$ cat config.mk
export PLATFORM = sky130hd
export DESIGN_NAME = diff_drive_wheel_command_core
export DESIGN_NICKNAME = d
export VERILOG_FILES = /design/src/ddwc_pkg.sv /design/src/ddwc_div.sv /design/src/ddwc_front.sv /design/src/ddwc_back.sv /design/src/diff_drive_wheel_command_core.sv
export VERILOG_INCLUDE_DIRS = /design/src /design/src/src
export SDC_FILE = /design/constraint.sdc
export NUM_CORES = 2
export LEC_CHECK = 0
export ABC_AREA = 0
export BUFFER_PORTS_ARGS = -buffer_cell sky130_fd_sc_hd__buf_4
export CORE_MARGIN = 4
export CORE_UTILIZATION = 65
export DETAILED_ROUTE_END_ITERATION = 16
export PLACE_DENSITY = 0.93
export REMOVE_ABC_BUFFERS = 1
export SLEW_MARGIN = 5
export SYNTH_ARGS = -nofsm -noshare
export SYNTH_HDL_FRONTEND = slang
export SYNTH_SLANG_ARGS = --single-unit
$ cat constraint.sdc
create_clock -name clk -period 21.7 [get_ports clk]
set_input_delay 1.085 -clock clk [delete_from_list [all_inputs] [get_ports clk]]
set_output_delay 1.085 -clock clk [all_outputs]
set_load 0.02 [all_outputs]
$ cat src/diff_drive_wheel_command_core_assert.svh
// ----------------------------------------------------------------------------
// Assertion macros for the differential drive wheel command core
// Shared assertion forms, clocked on clk and held off while rst_n is low.
// ----------------------------------------------------------------------------
`ifndef DIFF_DRIVE_WHEEL_COMMAND_CORE_ASSERT_SVH
`define DIFF_DRIVE_WHEEL_COMMAND_CORE_ASSERT_SVH

// A property that must hold at every clock edge out of reset.
`define DDWC_ASSERT(lbl, prop, msg) \
  lbl: assert property (@(posedge clk) disable iff (!rst_n) (prop)) else $error(msg);

// A condition that must be followed by another one in the next cycle.
`define DDWC_ASSERT_NEXT(lbl, ante, cons, msg) \
  lbl: assert property (@(posedge clk) disable iff (!rst_n) (ante) |=> (cons)) \
    else $error(msg);

`endif

$ cat src/ddwc_pkg.sv
// ----------------------------------------------------------------------------
// ddwc_pkg
// Types, codes and fixed widths shared by the wheel command core.
// ----------------------------------------------------------------------------
package ddwc_pkg;

  // Event codes on the input beat.
  localparam logic [1:0] FUNC_TICK  = 2'd0;
  localparam logic [1:0] FUNC_TWIST = 2'd1;
  localparam logic [1:0] FUNC_FREE  = 2'd2;

  typedef enum logic [1:0] {
    KIND_VEL     = 2'd0,
    KIND_DISABLE = 2'd1,
    KIND_ENABLE  = 2'd2
  } kind_t;

  typedef enum logic [2:0] {
    REG_HALF_TREAD = 3'd0,
    REG_RPM_SCALE  = 3'd1,
    REG_INV_LEFT   = 3'd2,
    REG_INV_RIGHT  = 3'd3,
    REG_TIMEOUT    = 3'd4
  } reg_idx_t;

  localparam int HT_W      = 12;
  localparam int SCALE_W   = 24;
  localparam int TMO_W     = 16;
  localparam int TICK_W    = 16;
  localparam int SPD_W     = 16;
  localparam int RPM_W     = 32;
  localparam int CFG_W     = 24;
  localparam int CFG_IDX_W = 3;

  localparam logic [HT_W-1:0]    HT_RST    = 12'd205;
  localparam logic [SCALE_W-1:0] SCALE_RST = 24'd8344;
  localparam logic [TMO_W-1:0]   TMO_RST   = 16'd50;

  // Speeds are carried in mm/s / 1000; the final divide is by 1000 * 2^16,
  // split as 2^(16+3) and an odd 125.
  localparam int SPEED_SCALE = 1000;
  localparam int SCALE_FRAC  = 16;
  localparam int DIV_POW2    = 3;
  localparam int DIV_ODD     = 125;

  localparam int MUL_W     = 28;                 // each product term
  localparam int V_W       = MUL_W + 1;          // signed wheel speed
  localparam int MAG_W     = MUL_W;              // |wheel speed|
  localparam int P_W       = MAG_W + SCALE_W;    // |speed| * scale
  localparam int DIV_SHIFT = SCALE_FRAC + DIV_POW2;
  localparam int N_W       = P_W - DIV_SHIFT;    // dividend for the /125 unit
  localparam int DIG_W     = 8;
  localparam int DIGITS    = (N_W + DIG_W - 1) / DIG_W;
  localparam int PAD_W     = DIGITS * DIG_W;
  localparam int REM_W     = 7;                  // remainder below 125

  localparam int QDEPTH = 2;

  localparam logic SIDE_RIGHT = 1'b0;
  localparam logic SIDE_LEFT  = 1'b1;

  typedef struct packed {
    logic [1:0]              func;
    logic signed [SPD_W-1:0] linear_mm_s;
    logic signed [SPD_W-1:0] yaw_mrad_s;
    logic                    free_on;
  } in_t;

  typedef struct packed {
    logic [1:0]              kind;
    logic signed [RPM_W-1:0] right_rpm;
    logic signed [RPM_W-1:0] left_rpm;
  } out_t;

  typedef struct packed {
    logic [HT_W-1:0]    half_tread_mm;
    logic [SCALE_W-1:0] rpm_scale_q16;
    logic               left_flip;
    logic               right_flip;
    logic [TMO_W-1:0]   timeout_ticks;
  } cfg_t;

  typedef enum logic [1:0] {
    OP_TICK,
    OP_TWIST,
    OP_FREE
  } op_t;

  typedef struct packed {
    op_t                     op;
    logic signed [SPD_W-1:0] linear_mm_s;
    logic signed [SPD_W-1:0] yaw_mrad_s;
    logic                    free_on;
  } cmd_t;

  typedef enum logic [2:0] {
    ST_IDLE,
    ST_MIX,
    ST_SCALE,
    ST_DIV_GO,
    ST_DIV_WAIT
  } st_t;

  typedef struct packed {
    logic           start;
    logic [N_W-1:0] dividend;
  } div_ctl_t;

  typedef struct packed {
    logic             busy;
    logic             done;
    logic [PAD_W-1:0] quotient;
  } div_sts_t;

endpackage

$ cat src/ddwc_div.sv
// ----------------------------------------------------------------------------
// ddwc_div
// Long division by the constant 125, one 8-bit digit per cycle.
// ----------------------------------------------------------------------------
module ddwc_div (
  input  logic                clk,
  input  logic                rst_n,
  input  ddwc_pkg::div_ctl_t  ctl,
  output ddwc_pkg::div_sts_t  sts
);

  localparam int CNT_W = $clog2(ddwc_pkg::DIGITS + 1);
  localparam int RW    = ddwc_pkg::REM_W;
  localparam int PW    = ddwc_pkg::PAD_W;
  localparam int DW    = ddwc_pkg::DIG_W;

  logic             busy_r, busy_nxt;
  logic             done_r, done_nxt;
  logic [CNT_W-1:0] cnt_r, cnt_nxt;
  logic [PW-1:0]    sh_r;
  logic [PW-1:0]    quo_r;
  logic [RW-1:0]    rem_r;

  logic [RW:0]      t;
  logic [RW-1:0]    r;
  logic [DW-1:0]    dig;

  // Restoring division of the next digit, one bit per step.
  always_comb begin
    r   = rem_r;
    dig = '0;
    t   = '0;
    for (int i = 0; i < DW; i++) begin
      t = {r, sh_r[PW-1-i]};
      if (t >= (RW+1)'(ddwc_pkg::DIV_ODD)) begin
        r          = RW'(t - (RW+1)'(ddwc_pkg::DIV_ODD));
        dig[DW-1-i] = 1'b1;
      end else begin
        r = t[RW-1:0];
      end
    end
  end

  always_comb begin
    busy_nxt = busy_r;
    cnt_nxt  = cnt_r;
    done_nxt = 1'b0;
    if (ctl.start) begin
      busy_nxt = 1'b1;
      cnt_nxt  = CNT_W'(ddwc_pkg::DIGITS);
    end else if (busy_r) begin
      cnt_nxt = cnt_r - 1'b1;
      if (cnt_r == CNT_W'(1)) begin
        busy_nxt = 1'b0;
        done_nxt = 1'b1;
      end
    end
  end

  always_ff @(posedge clk) begin
    if (!rst_n) begin
      busy_r <= 1'b0;
      done_r <= 1'b0;
      cnt_r  <= '0;
    end else begin
      busy_r <= busy_nxt;
      done_r <= done_nxt;
      cnt_r  <= cnt_nxt;
    end
  end

  always_ff @(posedge clk) begin
    if (ctl.start) begin
      sh_r  <= PW'(ctl.dividend);
      rem_r <= '0;
    end else if (busy_r) begin
      sh_r  <= sh_r << DW;
      rem_r <= r;
      quo_r <= {quo_r[PW-DW-1:0], dig};
    end
  end

  assign sts.busy     = busy_r;
  assign sts.done     = done_r;
  assign sts.quotient = quo_r;

endmodule

$ cat src/ddwc_front.sv
// ----------------------------------------------------------------------------
// ddwc_front
// Accepts input beats, classifies the event and queues live ones.
// ----------------------------------------------------------------------------
`include "diff_drive_wheel_command_core_assert.svh"

module ddwc_front (
  input  logic             clk,
  input  logic             rst_n,
  input  logic             push,
  output logic             full,
  input  ddwc_pkg::in_t    in_data,
  output logic             cmd_vld,
  output ddwc_pkg::cmd_t   cmd,
  input  logic             cmd_rdy
);

  localparam int DEPTH = ddwc_pkg::QDEPTH;
  localparam int PTR_W = $clog2(DEPTH);
  localparam int CNT_W = $clog2(DEPTH + 1);

  ddwc_pkg::cmd_t   q_mem [DEPTH];
  logic [PTR_W-1:0] wr_ptr_r, wr_ptr_nxt;
  logic [PTR_W-1:0] rd_ptr_r, rd_ptr_nxt;
  logic [CNT_W-1:0] cnt_r, cnt_nxt;

  ddwc_pkg::cmd_t   entry;
  logic             live;
  logic             wr_en;
  logic             rd_en;

  // Unused event codes are taken and dropped here.
  always_comb begin
    live                = 1'b1;
    entry.op            = ddwc_pkg::OP_TICK;
    entry.linear_mm_s   = in_data.linear_mm_s;
    entry.yaw_mrad_s    = in_data.yaw_mrad_s;
    entry.free_on       = in_data.free_on;
    unique case (in_data.func)
      ddwc_pkg::FUNC_TICK:  entry.op = ddwc_pkg::OP_TICK;
      ddwc_pkg::FUNC_TWIST: entry.op = ddwc_pkg::OP_TWIST;
      ddwc_pkg::FUNC_FREE:  entry.op = ddwc_pkg::OP_FREE;
      default:              live     = 1'b0;
    endcase
  end

  assign full    = (cnt_r == CNT_W'(DEPTH));
  assign cmd_vld = (cnt_r != '0);
  assign cmd     = q_mem[rd_ptr_r];
  assign wr_en   = push && !full && live;
  assign rd_en   = cmd_vld && cmd_rdy;

  always_comb begin
    wr_ptr_nxt = wr_ptr_r;
    rd_ptr_nxt = rd_ptr_r;
    cnt_nxt    = cnt_r;
    if (wr_en) begin
      wr_ptr_nxt = (wr_ptr_r == PTR_W'(DEPTH - 1)) ? '0 : wr_ptr_r + 1'b1;
    end
    if (rd_en) begin
      rd_ptr_nxt = (rd_ptr_r == PTR_W'(DEPTH - 1)) ? '0 : rd_ptr_r + 1'b1;
    end
    if (wr_en && !rd_en) begin
      cnt_nxt = cnt_r + 1'b1;
    end else if (rd_en && !wr_en) begin
      cnt_nxt = cnt_r - 1'b1;
    end
  end

  always_ff @(posedge clk) begin
    if (!rst_n) begin
      wr_ptr_r <= '0;
      rd_ptr_r <= '0;
      cnt_r    <= '0;
    end else begin
      wr_ptr_r <= wr_ptr_nxt;
      rd_ptr_r <= rd_ptr_nxt;
      cnt_r    <= cnt_nxt;
    end
  end

  always_ff @(posedge clk) begin
    if (wr_en) begin
      q_mem[wr_ptr_r] <= entry;
    end
  end

  `DDWC_ASSERT_NEXT(a_q_fill, wr_en && !rd_en, cnt_r == $past(cnt_r) + 1'b1, "queue fill lost")
  `DDWC_ASSERT(a_q_bound, cnt_r <= CNT_W'(DEPTH), "queue count beyond depth")

endmodule

$ cat src/ddwc_back.sv
// ----------------------------------------------------------------------------
// ddwc_back
// Executes queued events: tick and free-mode bookkeeping, and the
// twist-to-rpm computation on shared mix and scale multipliers and a divider.
// ----------------------------------------------------------------------------
`include "diff_drive_wheel_command_core_assert.svh"

module ddwc_back (
  input  logic             clk,
  input  logic             rst_n,
  input  ddwc_pkg::cfg_t   cfg,
  input  logic             cmd_vld,
  input  ddwc_pkg::cmd_t   cmd,
  output logic             cmd_rdy,
  output logic             out_vld,
  output ddwc_pkg::out_t   out_data,
  input  logic             out_pop
);

  localparam int MW = ddwc_pkg::MUL_W;
  localparam int VW = ddwc_pkg::V_W;
  localparam int AW = ddwc_pkg::MAG_W;
  localparam int PW = ddwc_pkg::P_W;
  localparam int RW = ddwc_pkg::RPM_W;
  localparam int SW = ddwc_pkg::SPD_W;
  localparam int TW = ddwc_pkg::TICK_W;

  ddwc_pkg::st_t         st_r, st_nxt;
  logic                  side_r, side_nxt;
  logic signed [SW-1:0]  x_r, x_nxt;
  logic signed [SW-1:0]  yaw_r, yaw_nxt;
  logic signed [VW-1:0]  v_r, v_nxt;
  logic                  neg_r, neg_nxt;
  logic [PW-1:0]         p_r, p_nxt;
  logic signed [RW-1:0]  right_r, right_nxt;
  logic signed [RW-1:0]  left_r, left_nxt;
  logic [TW-1:0]         ticks_r, ticks_nxt;
  logic                  seen_r, seen_nxt;
  logic                  free_r, free_nxt;
  logic                  out_vld_r, out_vld_nxt;
  ddwc_pkg::out_t        out_r, out_nxt;

  ddwc_pkg::div_ctl_t    div_ctl;
  ddwc_pkg::div_sts_t    div_sts;

  logic                  slot_free;
  logic                  cmd_take;
  logic [TW-1:0]         tick_inc;
  logic                  expire;
  logic signed [MW-1:0]  yaw_e, ht_e, x_e, k_e;
  logic signed [MW-1:0]  turn, lin;
  logic signed [VW-1:0]  mix;
  logic [AW-1:0]         mag;
  logic [PW-1:0]         prod;
  logic                  inv_side;
  logic [RW-1:0]         rpm_mag;
  logic signed [RW-1:0]  rpm;

  ddwc_div u_div (
    .clk   (clk),
    .rst_n (rst_n),
    .ctl   (div_ctl),
    .sts   (div_sts)
  );

  assign slot_free = !out_vld_r || out_pop;
  assign cmd_rdy   = (st_r == ddwc_pkg::ST_IDLE) &&
                     ((cmd.op == ddwc_pkg::OP_TWIST) || slot_free);
  assign cmd_take  = cmd_vld && cmd_rdy;

  assign tick_inc = (ticks_r == '1) ? ticks_r : ticks_r + 1'b1;
  assign expire   = (cfg.timeout_ticks != '0) && seen_r && (tick_inc > cfg.timeout_ticks);

  // Wheel speed in mm/s / 1000: 1000*x +/- yaw*half_tread.
  assign yaw_e = MW'(yaw_r);
  assign ht_e  = $signed(MW'(cfg.half_tread_mm));
  assign x_e   = MW'(x_r);
  assign k_e   = MW'(ddwc_pkg::SPEED_SCALE);
  assign turn  = yaw_e * ht_e;
  assign lin   = x_e * k_e;
  assign mix   = (side_r == ddwc_pkg::SIDE_LEFT) ? (VW'(lin) - VW'(turn))
                                                 : (VW'(lin) + VW'(turn));

  assign mag      = v_r[VW-1] ? AW'(-v_r) : AW'(v_r);
  assign prod     = PW'(mag) * PW'(cfg.rpm_scale_q16);
  assign inv_side = (side_r == ddwc_pkg::SIDE_LEFT) ? cfg.left_flip : cfg.right_flip;

  // The quotient stays below 2^27, so cutting it to 32 bits loses nothing.
  assign rpm_mag = RW'(div_sts.quotient);
  assign rpm     = neg_r ? -$signed(rpm_mag) : $signed(rpm_mag);

  always_comb begin
    st_nxt = st_r;
    unique case (st_r)
      ddwc_pkg::ST_IDLE: begin
        if (cmd_take && (cmd.op == ddwc_pkg::OP_TWIST) && !free_r) begin
          st_nxt = ddwc_pkg::ST_MIX;
        end
      end
      ddwc_pkg::ST_MIX:    st_nxt = ddwc_pkg::ST_SCALE;
      ddwc_pkg::ST_SCALE:  st_nxt = ddwc_pkg::ST_DIV_GO;
      ddwc_pkg::ST_DIV_GO: st_nxt = ddwc_pkg::ST_DIV_WAIT;
      ddwc_pkg::ST_DIV_WAIT: begin
        if (div_sts.done) begin
          st_nxt = (side_r == ddwc_pkg::SIDE_RIGHT) ? ddwc_pkg::ST_MIX : ddwc_pkg::ST_IDLE;
        end
      end
      default: st_nxt = ddwc_pkg::ST_IDLE;
    endcase
  end

  always_comb begin
    side_nxt         = side_r;
    x_nxt            = x_r;
    yaw_nxt          = yaw_r;
    v_nxt            = v_r;
    neg_nxt          = neg_r;
    p_nxt            = p_r;
    right_nxt        = right_r;
    left_nxt         = left_r;
    ticks_nxt        = ticks_r;
    seen_nxt         = seen_r;
    free_nxt         = free_r;
    out_vld_nxt      = out_vld_r && !out_pop;
    out_nxt          = out_r;
    div_ctl.start    = 1'b0;
    div_ctl.dividend = p_r[PW-1:ddwc_pkg::DIV_SHIFT];
    unique case (st_r)
      ddwc_pkg::ST_IDLE: begin
        if (cmd_take) begin
          unique case (cmd.op)
            ddwc_pkg::OP_TICK: begin
              ticks_nxt         = tick_inc;
              out_vld_nxt       = 1'b1;
              out_nxt.kind      = ddwc_pkg::KIND_VEL;
              out_nxt.right_rpm = expire ? '0 : right_r;
              out_nxt.left_rpm  = expire ? '0 : left_r;
              if (expire) begin
                right_nxt = '0;
                left_nxt  = '0;
              end
            end
            ddwc_pkg::OP_TWIST: begin
              ticks_nxt = '0;
              seen_nxt  = 1'b1;
              x_nxt     = cmd.linear_mm_s;
              yaw_nxt   = cmd.yaw_mrad_s;
              side_nxt  = ddwc_pkg::SIDE_RIGHT;
            end
            ddwc_pkg::OP_FREE: begin
              free_nxt          = cmd.free_on;
              right_nxt         = '0;
              left_nxt          = '0;
              out_vld_nxt       = 1'b1;
              out_nxt.kind      = cmd.free_on ? ddwc_pkg::KIND_DISABLE : ddwc_pkg::KIND_ENABLE;
              out_nxt.right_rpm = '0;
              out_nxt.left_rpm  = '0;
            end
            default: ;
          endcase
        end
      end
      ddwc_pkg::ST_MIX:    v_nxt = mix;
      ddwc_pkg::ST_SCALE: begin
        p_nxt   = prod;
        neg_nxt = v_r[VW-1] ^ inv_side;
      end
      ddwc_pkg::ST_DIV_GO: div_ctl.start = 1'b1;
      ddwc_pkg::ST_DIV_WAIT: begin
        if (div_sts.done) begin
          if (side_r == ddwc_pkg::SIDE_RIGHT) begin
            right_nxt = rpm;
            side_nxt  = ddwc_pkg::SIDE_LEFT;
          end else begin
            left_nxt = rpm;
          end
        end
      end
      default: ;
    endcase
  end

  always_ff @(posedge clk) begin
    if (!rst_n) begin
      st_r      <= ddwc_pkg::ST_IDLE;
      side_r    <= ddwc_pkg::SIDE_RIGHT;
      right_r   <= '0;
      left_r    <= '0;
      ticks_r   <= '0;
      seen_r    <= 1'b0;
      free_r    <= 1'b0;
      out_vld_r <= 1'b0;
    end else begin
      st_r      <= st_nxt;
      side_r    <= side_nxt;
      right_r   <= right_nxt;
      left_r    <= left_nxt;
      ticks_r   <= ticks_nxt;
      seen_r    <= seen_nxt;
      free_r    <= free_nxt;
      out_vld_r <= out_vld_nxt;
    end
  end

  always_ff @(posedge clk) begin
    x_r   <= x_nxt;
    yaw_r <= yaw_nxt;
    v_r   <= v_nxt;
    neg_r <= neg_nxt;
    p_r   <= p_nxt;
    out_r <= out_nxt;
  end

  assign out_vld  = out_vld_r;
  assign out_data = out_r;

  `DDWC_ASSERT(a_free_zero, free_r |-> (right_r == '0 && left_r == '0), "targets live in free mode")
  `DDWC_ASSERT(a_work_seen, (st_r != ddwc_pkg::ST_IDLE) |-> seen_r, "compute without a command")
  `DDWC_ASSERT(a_div_start, div_ctl.start |-> !div_sts.busy, "divider restarted while busy")

endmodule

$ cat src/diff_drive_wheel_command_core.sv
// ----------------------------------------------------------------------------
// diff_drive_wheel_command_core
// Differential drive inverse kinematics: twist commands become per-wheel
// motor rpm targets; ticks publish them under a dead-man timeout.
// ----------------------------------------------------------------------------
//
//   Channel   Handshake          Payload      Beat accepted when
//   input     push / full        in_data      push && !full
//   result    empty / pop        out_data     pop && !empty
//   config    cfg_we             cfg_idx,     cfg_we (no wait)
//                                cfg_wdata
//
// A tick or free-mode event goes through the input queue into the result
// register once the back end is idle and that register is free. A twist
// is taken in the idle state; then per wheel the speed is formed on the mix
// multipliers, scaled on the scale multiplier and divided by 125, the back
// end waiting while the five digits are formed and the quotient is handed
// back. The two-entry input queue keeps accepting while the back end works
// or a result waits, until it is full. Reset is synchronous and active low;
// it restores the register defaults.
//
// The wheel speed is formed exactly in mm/s / 1000 units, multiplied by the
// Q16 scale, and divided by 1000 * 2^16: the power of two is a shift and the
// remaining 125 goes through the divider. The magnitude is divided, so the
// result truncates toward zero, and the sign and invert flag are applied
// afterwards. Event code 3 is taken and dropped in the front end.
// ----------------------------------------------------------------------------
module diff_drive_wheel_command_core (
  input  logic                               clk,
  input  logic                               rst_n,
  input  logic                               push,
  output logic                               full,
  input  ddwc_pkg::in_t                      in_data,
  output logic                               empty,
  input  logic                               pop,
  output ddwc_pkg::out_t                     out_data,
  input  logic                               cfg_we,
  input  logic [ddwc_pkg::CFG_IDX_W-1:0]     cfg_idx,
  input  logic [ddwc_pkg::CFG_W-1:0]         cfg_wdata
);

  ddwc_pkg::cfg_t cfg_r;
  ddwc_pkg::cmd_t cmd;
  logic           cmd_vld;
  logic           cmd_rdy;
  logic           out_vld;

  // Register file. A write takes effect at once, so writes belong between
  // events, while nothing is in flight.
  always_ff @(posedge clk) begin
    if (!rst_n) begin
      cfg_r.half_tread_mm <= ddwc_pkg::HT_RST;
      cfg_r.rpm_scale_q16 <= ddwc_pkg::SCALE_RST;
      cfg_r.left_flip     <= 1'b0;
      cfg_r.right_flip    <= 1'b0;
      cfg_r.timeout_ticks <= ddwc_pkg::TMO_RST;
    end else if (cfg_we) begin
      unique case (cfg_idx)
        ddwc_pkg::REG_HALF_TREAD: cfg_r.half_tread_mm <= cfg_wdata[ddwc_pkg::HT_W-1:0];
        ddwc_pkg::REG_RPM_SCALE:  cfg_r.rpm_scale_q16 <= cfg_wdata[ddwc_pkg::SCALE_W-1:0];
        ddwc_pkg::REG_INV_LEFT:   cfg_r.left_flip     <= cfg_wdata[0];
        ddwc_pkg::REG_INV_RIGHT:  cfg_r.right_flip    <= cfg_wdata[0];
        ddwc_pkg::REG_TIMEOUT:    cfg_r.timeout_ticks <= cfg_wdata[ddwc_pkg::TMO_W-1:0];
        default: ;
      endcase
    end
  end

  // Front end: takes input beats and queues the events that do something.
  ddwc_front u_front (
    .clk     (clk),
    .rst_n   (rst_n),
    .push    (push),
    .full    (full),
    .in_data (in_data),
    .cmd_vld (cmd_vld),
    .cmd     (cmd),
    .cmd_rdy (cmd_rdy)
  );

  // Back end: state, arithmetic and the result register.
  ddwc_back u_back (
    .clk      (clk),
    .rst_n    (rst_n),
    .cfg      (cfg_r),
    .cmd_vld  (cmd_vld),
    .cmd      (cmd),
    .cmd_rdy  (cmd_rdy),
    .out_vld  (out_vld),
    .out_data (out_data),
    .out_pop  (pop)
  );

  assign empty = !out_vld;

endmodule

==> run_results.csv <==
group,metric,value,unit
grt,grt_start_max_net_pins,83,
finish,regArea,12200,sq um
detailed_routing,postRouteAntennaNets,0,
min_path,hold_path.class,"flip-flop to flip-flop",
floorplanning,fp.dieW,290.3,microns
timing,final-hold-violation-count,0,
placed_design,hpwlAfterDp,97.24,mm
finish,syn2layout_area_growth,7.209,%
finish,nets,6623,
floorplanning,num_rows,103,
detailed_routing,drt_iter0_drc,3752,
detailed_routing,vias,39713,
timing,rsz0062_at_grt,"no",
floorplanning,placeableCoreArea,79000,sq um
worst_setup_path,critPathMaxStageDelay,750,ps
floorplanning,ios,135,
cts,cts_root_buffer,"clkbuf_16",
grt,grt_pass1_wl,219.0,mm
cts,cts_tree,"built",
logic_synthesis,synth.largest_area_cell,"fa_1",
floorplanning,die_area,84290,sq um
detailed_routing,viasPerCell,6.148,
logic_synthesis,synth_top_area_share,0.3107,
worst_setup_path,critPathKind,"flip-flop to flip-flop",
cts,cts_buffers,48,
worst_setup_path,crit_required,22060,ps
finish,fill_cells,5032,
timing,fin_crit_sh,0.5281,
detailed_routing,wl_met3,14.07,mm
worst_setup_path,crit_fanout,24,
timing,worst_pin_slew,1394,ps
worst_setup_path,path_buf_inv,4,
logic_synthesis,synth-edff-count,296,
cts,cts.reportedPaths.clkPinSlew,70,ps
logic_synthesis,yosys_warnings,0,
worst_setup_path,critical_path_arrival,11820,ps
logic_synthesis,synth_area_leaders,"fa_1, edfxtp_1, ha_1, inv_1, dfxtp_1",
cts,post_cts_buffers,0,
cts,clkLatencyLatePin,620,ps
status,outcome,"finished clean",
finish,multi_input_area,35550,sq um
logic_synthesis,syn_area,51810,sq um
cts,cts.sinks,461,
logic_synthesis,synth_mux_area_frac,0.01425,
placed_design,gp_congestion,0.9417,
logic_synthesis,synth_adder_area_share,0.4039,
logic_synthesis,syn_area_per_cell,9.633,sq um
logic_synthesis,synth_cells,5378,
finish,drive_above_1_share,0.07085,
cts,htree_levels,2,
logic_synthesis,synth_compound_area_frac,0.07424,
cts,clock_path_buffers,3,
worst_setup_path,crit_path_frequent_cell,"fa_1",
floorplanning,fp.dieH,290.3,microns
worst_setup_path,crit_family,"adder cells",
cts,cts.repair.resized,0,
timing,fmax,0.08727,GHz
flow_run,drv_cap,0,
grt,first_global_vias,43674,
detailed_routing,routed.top_layer,"met5",
detailed_routing,wl_per_cell,20.73,microns
detailed_routing,wirelength,133.9,mm
grt,antenna_found_initial,5,
detailed_routing,routed-wl-met2,65.04,mm
worst_setup_path,slowest_stage,"edfxtp_1",
timing,relSlewSlack,0.06935,
timing,clock_skew,24.81,ps
logic_synthesis,synthFlopType,"edfxtp_1",
worst_setup_path,cp-end-kind,"flip-flop",
grt,overflow,0,
grt,globalRouteTotalUtil,0.3202,
logic_synthesis,ys_seq_elements,461,
timing,min_period,11460,ps
logic_synthesis,synth_top_family_by_area,"adder cells",
detailed_routing,drt_pre_antenna_iters,9,
logic_synthesis,async_reset_ff_frac,0,
worst_setup_path,start_kind,"flip-flop",
logic_synthesis,yosys.cell_types.count,99,
timing,setup_viol,0,
placed_design,place.port_buffers,134,
detailed_routing,drc,0,
cts,cts_hold_buffers,0,
timing,fin_setup_tns,0,ps
floorplanning,start_util,0.6558,
logic_synthesis,synthSimpleGateAreaFrac,0.1551,
logic_synthesis,ys_seq_area_frac,0.2353,
detailed_routing,met1Wirelength,44.68,mm
logic_synthesis,synth_xor_area_frac,0.03227,
timing,timing_max_transition_violations_final,0,
-- layer usage --
layer / GRT usage / vias up
li1: - / 16886
met1: 0.3693 / 19322
met2: 0.5423 / 2617
met3: 0.07749 / 884
met4: 0.1950 / 4
met5: 0 / -
-- metrics by stage --
| stage | std cells | util | setup WS, ps | hold WS [ps] | instance area [sq um] |
|---|---|---|---|---|---|
| 2_1_floorplan | 5125 | - | 11720 | 427.3 | 50840 |
| 3_5_place_dp | 6366 | 0.6826 | 10420 | 446.3 | 53930 |
| 3_3_place_gp | 6366 | 0.6826 | 11030 | 435.0 | 53930 |
| 4_1_cts | 6456 | 0.7030 | 10370 | 453.6 | 55540 |
| 6_report | 6459 | 0.7031 | 10240 | 456.5 | 55540 |
| 5_1_grt | 6457 | 0.7030 | 9847 | 487.8 | 55540 |
-- worst paths after layout --
check             slack [ps]  cells after the start                       startpoint                               to
setup / recovery       10240                     36          u_back.v_r[0]$_DFFE_PP_         u_back.p_r[51]$_DFFE_PP_
hold / removal           460                      2  u_back.right_r[11]$_SDFFE_PN0P_  u_back.right_r[11]$_SDFFE_PN0P_
setup reg to reg       10240                     36          u_back.v_r[0]$_DFFE_PP_         u_back.p_r[51]$_DFFE_PP_
hold reg to reg          460                      2  u_back.right_r[11]$_SDFFE_PN0P_  u_back.right_r[11]$_SDFFE_PN0P_
-- worst min-delay path: cells and delay by family, from the launching register on --
kind,cells,cell delay (ps)
simple gates,1,50
flops,1,310
compound gates,1,50
-- cell families after synthesis --
group | count (synthesis)
compound gates | 579
simple gates | 1722
flops | 461
buf+inv | 1168
xor+xnor | 190
fa+ha+maj | 1190
mux | 68
-- registers in the layout, indices dropped and copies added, names as in the netlist, 2 cells and up, named ones only --
signal              flops
cfg_r                  54
u_back.left_r          32
u_back.out_data        66
u_back.p_r             33
u_back.right_r         32
u_back.st_r             3
u_back.ticks_r         16
u_back.u_div.cnt_r      3
u_back.u_div.quo_r     32
u_back.u_div.rem_r      7
u_back.u_div.sh_r      40
u_back.v_r             29
u_back.x_r             16
u_back.yaw_r           16
u_front.cnt_r           2
u_front.q_mem          70
-- final cells by class --
cell class / count / share of cell area
well taps: 1050 / 0.02365
flip-flops and latches: 461 / 0.2196
repair buffers: 191 / 0.02582
diodes: 3 / 0.0001352
clock buffers: 66 / 0.02401
clock inverters: 24 / 0.004933
inverters: 915 / 0.06188
multi-input cells: 3749 / 0.6400
-- Yosys cell counts, types with 11 or more instances --
cell type,number
a21o_1,27
a21oi_1,186
a22oi_1,42
a31oi_1,11
and2_1,396
and3_1,18
buf_1,14
clkbuf_1,232
dfxtp_1,165
edfxtp_1,296
fa_1,804
ha_1,386
inv_1,913
mux2_2,42
mux2i_1,24
nand2_1,850
nand2b_1,23
nand3_1,44
nand4_1,14
nor2_1,241
nor2b_1,31
nor3_1,33
nor4_1,13
o21a_1,18
o21ai_0,99
o21bai_1,30
o31ai_1,27
o41ai_1,13
or3_1,18
xnor2_1,144
xor2_1,45
-- cells in the final DEF (no fill, tap or decap), types with 18 or more instances in the layout --
master and count:
a21o_1 27, edfxtp_1 296, o21bai_1 30, dfxtp_1 161, o21ai_0 99, and3_1 18
mux2_2 42, fa_1 804, o21a_1 18, xor2_1 45, nand3_1 44, a21oi_1 186
ha_1 386, mux2i_1 24, clkbuf_16 48, nand2b_1 23, or3_1 18, nor3_1 33
nor2b_1 30, nand2_1 850, inv_1 912, xnor2_1 118, nor2_1 238, buf_4 191
xnor2_2 18, a22oi_1 42, and2_1 396, o31ai_1 27
Power is left out: the tool's default activity adds up to more than one toggle a clock period on the data nets, which glitch-free logic cannot reach.
